File: src/rtl/b64sd_pkg.sv
// ----------------------------------------------------------------------------
// b64sd_pkg
// Status codes and character constants for the streaming Base64 decoder.
// ----------------------------------------------------------------------------
package b64sd_pkg;

  typedef logic [1:0] status_t;
  typedef logic [5:0] sextet_t;

  localparam status_t STATUS_OK          = 2'd0;
  localparam status_t STATUS_BAD_CHAR    = 2'd1;
  localparam status_t STATUS_DATA_AFTER  = 2'd2;
  localparam status_t STATUS_BAD_PADDING = 2'd3;

  // Sextet values at the start of each alphabet range
  localparam sextet_t SEXTET_LOWER_BASE = 6'd26;
  localparam sextet_t SEXTET_DIGIT_BASE = 6'd52;
  localparam sextet_t SEXTET_PLUS       = 6'd62;
  localparam sextet_t SEXTET_SLASH      = 6'd63;

  localparam logic [7:0] CHAR_UPPER_A = 8'h41;
  localparam logic [7:0] CHAR_UPPER_Z = 8'h5A;
  localparam logic [7:0] CHAR_LOWER_A = 8'h61;
  localparam logic [7:0] CHAR_LOWER_Z = 8'h7A;
  localparam logic [7:0] CHAR_ZERO    = 8'h30;
  localparam logic [7:0] CHAR_NINE    = 8'h39;
  localparam logic [7:0] CHAR_PLUS    = 8'h2B;
  localparam logic [7:0] CHAR_SLASH   = 8'h2F;
  localparam logic [7:0] CHAR_EQUALS  = 8'h3D;
  localparam logic [7:0] CHAR_SPACE   = 8'h20;
  localparam logic [7:0] CHAR_TAB     = 8'h09;
  localparam logic [7:0] CHAR_CR      = 8'h0D;
  localparam logic [7:0] CHAR_LF      = 8'h0A;

endpackage

File: src/rtl/base64_stream_decoder.sv
// ----------------------------------------------------------------------------
// base64_stream_decoder
// Streaming Base64 decoder: one text character in, one result item out.
// ----------------------------------------------------------------------------
// Usage:
//   Input channel (in_valid / in_stall) carries one character per item, or an
//   end marker (in_end_of_text = 1, character ignored). Every input item
//   gives exactly one result item on the output channel (out_valid /
//   out_stall): a decoded byte when out_byte_valid is set, the sticky status
//   on every item, and out_finished with the final status on the end marker.
//   Whitespace items return a result with no byte.
// Timing:
//   An input register, then the decode logic into the result register.
//   Throughput is 1 item per cycle while out_stall is low; the decode state is a
//   handful of flops updated in one pass per item.
// Reset:
//   rst_n (synchronous, active low) clears the pipeline and decode state.
//   The end marker also returns the decode state to zero.
// Stall:
//   While out_stall holds a waiting result, the input register still takes
//   one item; in_stall rises only when both stages are full.
// ----------------------------------------------------------------------------
module base64_stream_decoder
  import b64sd_pkg::*;
(
  input  logic       clk,
  input  logic       rst_n,
  input  logic       in_valid,
  output logic       in_stall,
  input  logic [7:0] in_char_code,
  input  logic       in_end_of_text,
  output logic       out_valid,
  input  logic       out_stall,
  output logic       out_byte_valid,
  output logic [7:0] out_data_byte,
  output logic       out_finished,
  output logic [1:0] out_status
);

  // input register
  logic       s1_valid_r;
  logic [7:0] s1_char_r;
  logic       s1_end_r;

  // decode state
  logic [1:0] slot_count_r,   slot_count_nxt;
  sextet_t    prev_sextet_r,  prev_sextet_nxt;
  logic       padding_seen_r, padding_seen_nxt;
  logic       stopped_r,      stopped_nxt;
  status_t    error_r,        error_nxt;

  // result register
  logic       out_valid_r;
  logic       byte_valid_r, byte_valid_nxt;
  logic [7:0] data_byte_r,  data_byte_nxt;
  logic       finished_r;
  status_t    status_r,     status_nxt;

  logic adv_out;
  logic s1_fire;
  logic in_fire;

  assign adv_out  = !out_valid_r || !out_stall;
  assign s1_fire  = s1_valid_r && adv_out;
  assign in_stall = s1_valid_r && !adv_out;
  assign in_fire  = in_valid && !in_stall;

  // character classes
  logic    is_upper, is_lower, is_digit, is_plus, is_slash, is_pad, is_space;
  logic    is_data;
  sextet_t sextet;

  always_comb begin
    is_upper = (s1_char_r >= CHAR_UPPER_A) && (s1_char_r <= CHAR_UPPER_Z);
    is_lower = (s1_char_r >= CHAR_LOWER_A) && (s1_char_r <= CHAR_LOWER_Z);
    is_digit = (s1_char_r >= CHAR_ZERO) && (s1_char_r <= CHAR_NINE);
    is_plus  = (s1_char_r == CHAR_PLUS);
    is_slash = (s1_char_r == CHAR_SLASH);
    is_pad   = (s1_char_r == CHAR_EQUALS);
    is_space = (s1_char_r == CHAR_SPACE) || (s1_char_r == CHAR_TAB) ||
               (s1_char_r == CHAR_CR) || (s1_char_r == CHAR_LF);
    is_data  = is_upper || is_lower || is_digit || is_plus || is_slash;

    priority if (is_upper) begin
      sextet = 6'(s1_char_r - CHAR_UPPER_A);
    end else if (is_lower) begin
      sextet = 6'(s1_char_r - CHAR_LOWER_A) + SEXTET_LOWER_BASE;
    end else if (is_digit) begin
      sextet = 6'(s1_char_r - CHAR_ZERO) + SEXTET_DIGIT_BASE;
    end else if (is_plus) begin
      sextet = SEXTET_PLUS;
    end else begin
      sextet = SEXTET_SLASH;
    end
  end

  always_comb begin
    slot_count_nxt   = slot_count_r;
    prev_sextet_nxt  = prev_sextet_r;
    padding_seen_nxt = padding_seen_r;
    stopped_nxt      = stopped_r;
    error_nxt        = error_r;
    byte_valid_nxt   = 1'b0;
    data_byte_nxt    = 8'd0;
    status_nxt       = error_r;

    if (s1_end_r) begin
      if (error_r == STATUS_OK && padding_seen_r && slot_count_r != 2'd0) begin
        status_nxt = STATUS_BAD_PADDING;
      end
      // lone sextet left at the end of the text
      if (status_nxt == STATUS_OK && slot_count_r == 2'd1) begin
        byte_valid_nxt = 1'b1;
        data_byte_nxt  = {prev_sextet_r, 2'b00};
      end
      slot_count_nxt   = 2'd0;
      prev_sextet_nxt  = '0;
      padding_seen_nxt = 1'b0;
      stopped_nxt      = 1'b0;
      error_nxt        = STATUS_OK;
    end else if (error_r == STATUS_OK && !stopped_r) begin
      priority if (!is_data && !is_pad && !is_space) begin
        error_nxt = STATUS_BAD_CHAR;
      end else if (is_space) begin
        // skipped
      end else if (padding_seen_r && is_data) begin
        error_nxt = STATUS_DATA_AFTER;
      end else if (is_pad) begin
        if (slot_count_r == 2'd0) begin
          stopped_nxt = 1'b1;
        end else begin
          if (slot_count_r == 2'd1) begin
            byte_valid_nxt = 1'b1;
            data_byte_nxt  = {prev_sextet_r, 2'b00};
          end
          padding_seen_nxt = 1'b1;
          slot_count_nxt   = slot_count_r + 2'd1;
          if (slot_count_r == 2'd3) begin
            stopped_nxt = 1'b1;
          end
        end
      end else begin
        unique case (slot_count_r)
          2'd1: begin
            byte_valid_nxt = 1'b1;
            data_byte_nxt  = {prev_sextet_r, sextet[5:4]};
          end
          2'd2: begin
            byte_valid_nxt = 1'b1;
            data_byte_nxt  = {prev_sextet_r[3:0], sextet[5:2]};
          end
          2'd3: begin
            byte_valid_nxt = 1'b1;
            data_byte_nxt  = {prev_sextet_r[1:0], sextet};
          end
          default: begin
          end
        endcase
        prev_sextet_nxt = sextet;
        slot_count_nxt  = slot_count_r + 2'd1;
      end
      status_nxt = error_nxt;
    end
  end

  always_ff @(posedge clk) begin
    if (!rst_n) begin
      s1_valid_r     <= 1'b0;
      out_valid_r    <= 1'b0;
      slot_count_r   <= 2'd0;
      prev_sextet_r  <= '0;
      padding_seen_r <= 1'b0;
      stopped_r      <= 1'b0;
      error_r        <= STATUS_OK;
    end else begin
      if (in_fire) begin
        s1_valid_r <= 1'b1;
      end else if (s1_fire) begin
        s1_valid_r <= 1'b0;
      end
      if (s1_fire) begin
        out_valid_r    <= 1'b1;
        slot_count_r   <= slot_count_nxt;
        prev_sextet_r  <= prev_sextet_nxt;
        padding_seen_r <= padding_seen_nxt;
        stopped_r      <= stopped_nxt;
        error_r        <= error_nxt;
      end else if (!out_stall) begin
        out_valid_r <= 1'b0;
      end
    end
  end

  always_ff @(posedge clk) begin
    if (in_fire) begin
      s1_char_r <= in_char_code;
      s1_end_r  <= in_end_of_text;
    end
    if (s1_fire) begin
      byte_valid_r <= byte_valid_nxt;
      data_byte_r  <= data_byte_nxt;
      finished_r   <= s1_end_r;
      status_r     <= status_nxt;
    end
  end

  assign out_valid      = out_valid_r;
  assign out_byte_valid = byte_valid_r;
  assign out_data_byte  = data_byte_r;
  assign out_finished   = finished_r;
  assign out_status     = status_r;

  // decoding only stops on a group boundary
  a_stop_on_boundary: assert property (@(posedge clk) disable iff (!rst_n)
    stopped_r |-> slot_count_r == 2'd0)
    else $error("decode stopped inside a group");

  // padding always leaves at least two slots filled, or a full group
  a_pad_slots: assert property (@(posedge clk) disable iff (!rst_n)
    padding_seen_r |-> slot_count_r != 2'd1)
    else $error("padding with a single slot filled");

  // an error result never carries a byte
  a_err_no_byte: assert property (@(posedge clk) disable iff (!rst_n)
    (out_valid && out_status != STATUS_OK) |-> !out_byte_valid)
    else $error("byte emitted with error status");

  // the end marker leaves clean state behind
  a_end_clears: assert property (@(posedge clk) disable iff (!rst_n)
    (s1_fire && s1_end_r) |=>
      (slot_count_r == 2'd0 && error_r == STATUS_OK && !padding_seen_r && !stopped_r))
    else $error("state not cleared after end marker");

  // a result held on the channel under stall is not replaced
  a_stall_hold: assert property (@(posedge clk) disable iff (!rst_n)
    (out_valid && out_stall) |=> (out_valid && $stable(out_status) && $stable(out_finished)))
    else $error("stalled result changed");

endmodule

File: config.mk
export PLATFORM = sky130hd
export DESIGN_NAME = base64_stream_decoder
export DESIGN_NICKNAME = d
export VERILOG_FILES = /design/src/rtl/b64sd_pkg.sv /design/src/rtl/base64_stream_decoder.sv
export SDC_FILE = /design/constraint.sdc
export NUM_CORES = 1
export LEC_CHECK = 0
export BUFFER_PORTS_ARGS = -buffer_cell sky130_fd_sc_hd__buf_4
export CAP_MARGIN = 20
export CORE_MARGIN = 1
export CORE_UTILIZATION = 45
export DETAILED_ROUTE_END_ITERATION = 8
export PLACE_DENSITY = 0.67
export REMOVE_ABC_BUFFERS = 1
export SYNTH_ARGS = -nofsm -noshare
export SYNTH_HDL_FRONTEND = slang
export SYNTH_SLANG_ARGS = --single-unit
File: constraint.sdc
create_clock -name clk -period 2.4 [get_ports clk]
set_input_delay 0.24 -clock clk [delete_from_list [all_inputs] [get_ports clk]]
set_output_delay 0.24 -clock clk [all_outputs]
set_load 0.005 [all_outputs]
; ---- Yosys cells after proc, flatten, opt, wreduce, memory -nomap -nowiden
; Cells that the tools add are included.
[word_totals]
out_inout_bits = 14
input_bits = 13
regBits = 35
[op_classes]
addsub = 6
n_reduce_logical = 42
n_eq_ne = 17
mux = 64
magnitude_cmp = 6
[ops]
columns = operator, n
row1 = 2-to-1 mux 8 bit, 9
row2 = 2-to-1 mux 6 bit, 9
row3 = == test 8 x 6 -> 1 bit (second input constant), 4
row4 = 2-to-1 mux 1 bit, 30
row5 = 2-to-1 mux 2 bit, 15
row6 = == test 8 x 4 -> 1 bit (second input constant), 3
row7 = one-hot mux 8 bit (3 select lines), 1
row8 = greater-or-equal comparator 8 x 7 -> 1 bit (second input constant), 2
row9 = <= comparator 8 x 7 -> 1 bit (second input constant), 2
row10 = AND reduction 7 bit, 2
row11 = logical AND 1 bit, 13
row12 = AND reduction 6 bit, 2
row13 = subtractor 6 bit (second input constant), 2
row14 = inequality test 2 bit (second input constant), 5
row15 = greater-or-equal comparator 8 x 6 -> 1 bit (second input constant), 1
row16 = <= comparator 8 x 6 -> 1 bit (second input constant), 1
row17 = zero test 1 bit, 8
row18 = logical OR 1 bit, 8
row19 = nonzero test 2 bit, 4
row20 = adder 6 x 5 -> 6 bit (second input constant), 1
row21 = adder 6 bit (second input constant), 1
row22 = zero test 2 bit, 3
row23 = subtractor 6 x 1 -> 6 bit (second input constant), 1
row24 = == test 2 bit (second input constant), 2
row25 = other kinds (6), 6

; ---- Depth between registers and ports, before layout
[logic_depth]
word_depth = 12
mapped_depth = 9
ltp_nobuf = 9

; ---- Worst setup path before layout
; Ideal clock, no wire load.
[synth_timing]
kind = flip-flop to flip-flop
start = reg s1_char_r[2]
end = reg prev_sextet_r[4]
required_time_ps = 2283
path_slack_ps = 50
t_arrival_ps = 2233
n_path_buf = 0
path_stages_with_launch = 9
cell_sequence = edfxtp_1 -> inv_1 -> ha_1 -> a21oi_2 -> o31ai_2 -> a2111oi_4 -> and2_1 -> a31oi_1 -> a22o_1
[synth_between]
elab_chain_len = 11
[synth_lines]
columns = element, line_no
row1 = from (decl), base64_stream_decoder.sv:42  ; logic [7:0] s1_char_r;
row2 = from (signal assigned), base64_stream_decoder.sv:196  ; s1_char_r <= in_char_code;
row3 = subtractor 6 bit (tied with other cells), base64_stream_decoder.sv:89  ; sextet = 6'(s1_char_r - CHAR_ZERO) + SEXTET_DIGIT_BASE;
row4 = adder 6 bit (tied with other cells), base64_stream_decoder.sv:89
row5 = 2-to-1 mux 6 bit or logical OR 1 bit (tied branches), "base64_stream_decoder.sv:88, base64_stream_decoder.sv:82"
row6 = 2-to-1 mux 6 bit or logical OR 1 bit (tied branches), "base64_stream_decoder.sv:86, base64_stream_decoder.sv:82"
row7 = 2-to-1 mux 6 bit or logical OR 1 bit (tied branches), "base64_stream_decoder.sv:84, base64_stream_decoder.sv:82"
row8 = 2-to-1 mux 6 bit or logical OR 1 bit (tied branches), "base64_stream_decoder.sv:128, base64_stream_decoder.sv:82"
row9 = 2-to-1 mux 6 bit or zero test 1 bit (tied branches), "base64_stream_decoder.sv:126, base64_stream_decoder.sv:122"
row10 = 2-to-1 mux 6 bit or logical AND 1 bit (tied branches), "base64_stream_decoder.sv:124, base64_stream_decoder.sv:122"
row11 = 2-to-1 mux 6 bit or logical AND 1 bit (tied branches), base64_stream_decoder.sv:122  ; priority if (!is_data && !is_pad && !is_space) begin
row12 = 2-to-1 mux 6 bit or inequality test 2 bit (tied branches), --
row13 = 2-to-1 mux 6 bit or AND reduction 6 bit (tied branches), --
row14 = to (signal assigned), base64_stream_decoder.sv:184  ; prev_sextet_r <= prev_sextet_nxt;
row15 = to (decl), base64_stream_decoder.sv:47  ; sextet_t prev_sextet_r, prev_sextet_nxt;
; Several ways; a longest one is shown, not always the timed one. The select of a mux whose other input is x is not followed.
; A chain may end at the register's enable or synchronous reset.

; ---- Final worst setup path
[layout_timing]
start = reg s1_char_r[2]
end = reg data_byte_r[2] (netlist: out_data_byte[2]) (data pin)
[layout_between]
elab_chain_len = 12
[layout_lines]
columns = element, line_no
row1 = subtractor 6 bit (tied with other cells), base64_stream_decoder.sv:89
row2 = adder 6 bit (tied with other cells), base64_stream_decoder.sv:89
row3 = 2-to-1 mux 6 bit or logical OR 1 bit (tied branches), "base64_stream_decoder.sv:88, base64_stream_decoder.sv:82"
row4 = 2-to-1 mux 6 bit or logical OR 1 bit (tied branches), "base64_stream_decoder.sv:86, base64_stream_decoder.sv:82"
row5 = 2-to-1 mux 6 bit or logical OR 1 bit (tied branches), "base64_stream_decoder.sv:84, base64_stream_decoder.sv:82"
row6 = one-hot mux 8 bit (3 select lines) or logical OR 1 bit (tied branches), "base64_stream_decoder.sv:143, base64_stream_decoder.sv:82"
row7 = 2-to-1 mux 8 bit (tied with other cells), base64_stream_decoder.sv:128  ; end else if (is_pad) begin
row8 = 2-to-1 mux 8 bit or logical AND 1 bit (tied branches), "base64_stream_decoder.sv:126, base64_stream_decoder.sv:122"
row9 = 2-to-1 mux 8 bit or logical AND 1 bit (tied branches), "base64_stream_decoder.sv:124, base64_stream_decoder.sv:122"
row10 = 2-to-1 mux 8 bit *, base64_stream_decoder.sv:122
row11 = 2-to-1 mux 8 bit *, base64_stream_decoder.sv:121  ; end else if (error_r == STATUS_OK && !stopped_r) begin
row12 = 2-to-1 mux 8 bit *, base64_stream_decoder.sv:107  ; if (s1_end_r) begin
row13 = net data_byte_nxt[2], base64_stream_decoder.sv:55  ; logic [7:0] data_byte_r, data_byte_nxt;
row14 = to (signal assigned), base64_stream_decoder.sv:201  ; data_byte_r <= data_byte_nxt;
row15 = to (decl), base64_stream_decoder.sv:55
; The timed path passes the listed nets; every way through them passes the cells marked *.

==> out/results.ini <==
[power]
power.switching_w=0.000369
finalPower_w=0.00145
pwr-share-clk_pct=34.8
vdd_drop_max_mv=0.601
seqPwrFrac_pct=47.1
power.internal_w=0.00108
p_per_area_nw_per_um2=508
comb_power_share_pct=18.2
switching_share_pct=25.4
p_leak_nw=1.14

[routing]
drc=2
wl_um=4830
drt_iter0_drc=132
vias_per_cell=5.65
final_antenna_net_count=0
wl_per_cell_um=14.6
drtPass1Iterations=7
vias=1863

[status]
violations=DRC
status=complete, but fails checks

[sta]
period_minus_slack_ns=2.37
rsz0062_at_grt=yes
clock.fmax_ghz=0.422
final.period_utilization_pct=98.8
clock_skew_ns=0.00736
whs_ns=0.127
slew_headroom_pct=53.2
drv_slew=0
finalSetupViolCount=0
fin_ws_ns=0.0295
finalHoldViolations=0
worstMarginPinSlew_ns=0.703
timing.setup.tns_ns=0

[placement]
place.gp.congestion=0.890
place_area_um2=2550
dp_hpwl_um=3500
numPortBuffers=26
post-place-ws_ns=-0.0225

[clocking]
hold_buffers=0
cts-root-buf=clkbuf_8
cts_made_buffers=5
ctsHtreeMaxLevel=2
cts.clk_slew.worst_paths_ns=0.07
cts_tree=built
clock_path_buffers=2
cts.sinks=35
clkLatencyLatePin_ns=0.28

[synthesis]
yosysUniqueCellTypes=52
synth_area_um2=2150
synth_area_leader_cell=edfxtp_1
async_reset_ff_share_pct=0
synth-edff-count=21
synth.avg_cell_area_um2=9.80
synth_top_area_share_pct=29.4
ys_seq_area_share_pct=42.4
ys.flop_type=edfxtp_1
synth-seq-cells=35
yosysWarnings=0
netlist_instances=219
ys_top_cells_by_area=edfxtp_1 (29%), dfxtp_1 (13%), ha_1 (8.7%)

[critical_path]
crit_arrival_ns=2.50
cpLargestDelayFamily=compound AO/OA/AOI/OAI gates
crit_required_ns=2.53
start_kind=flop
critPathCaptureType=flop
critical_path_class=flop to flop
r2r_slack_ns=0.03
cp_max_fo=6
worstPathCellList=inv_2, ha_4, a21o_1, buf_4, nand2_1, o211ai_1, o21ai_2, mux2_4, o21ai_4, o2bb2ai_1
critPathBufInv=2
cp_slowest_cell=edfxtp_1
cpPeakStageDelay_ns=0.42

[finish]
drive_gt1_share_pct=35.3
multi_input_area_um2=1280
n_fill_cell=370
seq_area_um2=911
final_cell_area_um2=2860
synthToLayoutAreaGrowth_pct=33.4
fin_nets=305
n_antenna_cell=0

[global_routing]
grt_pass1_vias=1743
overflow=0
antenna_found_initial=0
track_usage_pct=19.5
grt_max_degree=17
grt_pass1_wl_um=7800

[floorplanning]
pin_count=27
die_y_um=71.1
dieWidth_um=71.1
coreArea_um2=4470
rows=24
initial_core_util_pct=48.0
dieArea_um2=5050

[flow_run]
maxCapViolCount=0

[hold_path]
min_path_type=primary input to flop

[layout make-up]
| type | count | share of cell area (%) |
|---|---|---|
| clock buffer | 7 | 3.76 |
| inverter | 13 | 1.79 |
| clock inverter | 1 | 0.175 |
| sequential | 35 | 31.8 |
| timing repair buffer | 57 | 15.5 |
| multi-input combinational | 165 | 44.7 |
| tap | 52 | 2.27 |
[final timing paths]
check | from | end | cells after the start
hold / removal | in_end_of_text | s1_end_r$_DFFE_PP_ | 1
hold reg to reg | prev_sextet_r[5]$_SDFFE_PN0P_ | prev_sextet_r[5]$_SDFFE_PN0P_ | 1
setup / recovery | s1_char_r[2]$_DFFE_PP_ | out_data_byte[2]$_DFFE_PP_ | 10
setup reg to reg | s1_char_r[2]$_DFFE_PP_ | out_data_byte[2]$_DFFE_PP_ | 10
[power by group through the flow]
| stage | clock, W | combinational [W] | sequential, W |
|---|---|---|---|
| after floorplan | 0 | 0.000120 | 0.000698 |
| after global placement | 0 | 0.000222 | 0.000695 |
| after detailed placement | 0 | 0.000225 | 0.000696 |
| after CTS | 0.000511 | 0.000228 | 0.000683 |
| after global routing | 0.000538 | 0.000286 | 0.000688 |
| final | 0.000506 | 0.000264 | 0.000684 |
[registers in the layout (all words and copies together), names as in the netlist]
signal and cells:
out_byte_valid 1, slot_count_r 2, stopped_r 1, s1_char_r 8, out_valid 1, s1_valid_r 1
out_data_byte 8, prev_sextet_r 6, s1_end_r 1, out_finished 1, error_r 2, padding_seen_r 1
out_status 2
[stage by stage]
stage | utilization, % | cells
6_report | 64.0 | 330
5_1_grt | 64.0 | 330
4_1_cts | 60.0 | 324
3_5_place_dp | 57.1 | 315
3_3_place_gp | 57.1 | 315
2_1_floorplan | - | 213
[cell usage after synthesis (all sizes together), types with 3 or more instances]
cell and n:
a211oi 4, inv 13, nor2 28, and2 3, dfxtp 14, ha 15
and3 4, o21ai 8, buf 5, a22oi 6, a21oi 12, a22o 5
o2bb2ai 6, nand3 9, nor2b 4, nand2 13, nand4 3, nor3 5
a31oi 5, o22ai 3, edfxtp 21, o31ai 4, xor2 3
[cells by family after synthesis]
family | synth area share, %
flip-flops | 42.4
AND/OR/NAND/NOR | 18.4
buffers and inverters | 3.73
AO/OA/AOI/OAI | 23.0
adder cells (fa/ha/maj) | 8.75
XOR/XNOR | 2.04
multiplexers | 1.63
[timing repair]
item | CTS | global route
resized for setup | 1 | 31
setup endpoints to repair | 4 | 16
pin swaps | 0 | 12
setup buffers | 1 | 6
[cells in the final DEF, fill, tap and decap left out, types with 2 or more instances in the layout]
cell type and instances:
nor2_1 26, a22o_1 5, nand2_1 12, clkbuf_8 6, o31ai_1 3, o21ai_0 4
a21o_1 2, ha_1 11, ha_4 2, and2_1 2, buf_4 55, a211oi_1 3
o22ai_1 2, ha_2 2, xnor2_1 2, nand4_1 3, a22oi_1 6, dfxtp_1 14
a222oi_1 2, inv_2 4, xor2_1 3, a31oi_1 4, nand3_1 9, nor3_1 5
a21oi_1 10, edfxtp_1 21, o2bb2ai_1 5, nor2b_1 4, nand2b_1 2, o21ai_2 2
and3_1 2, inv_1 8
[metal layers]
metal / vias up / global-route usage, % / wire length [um] / share of wire, %
li1: 939 / - / - / -
met1: 874 / 25.0 / 2230 / 46
met2: 43 / 33.2 / 2360 / 49
met3: 7 / 4.13 / 178 / 3.7
met4: 0 / 6.00 / 57 / 1.2
met5: - / 0 / 0 / 0
Power figures use the tool's default switching activity.
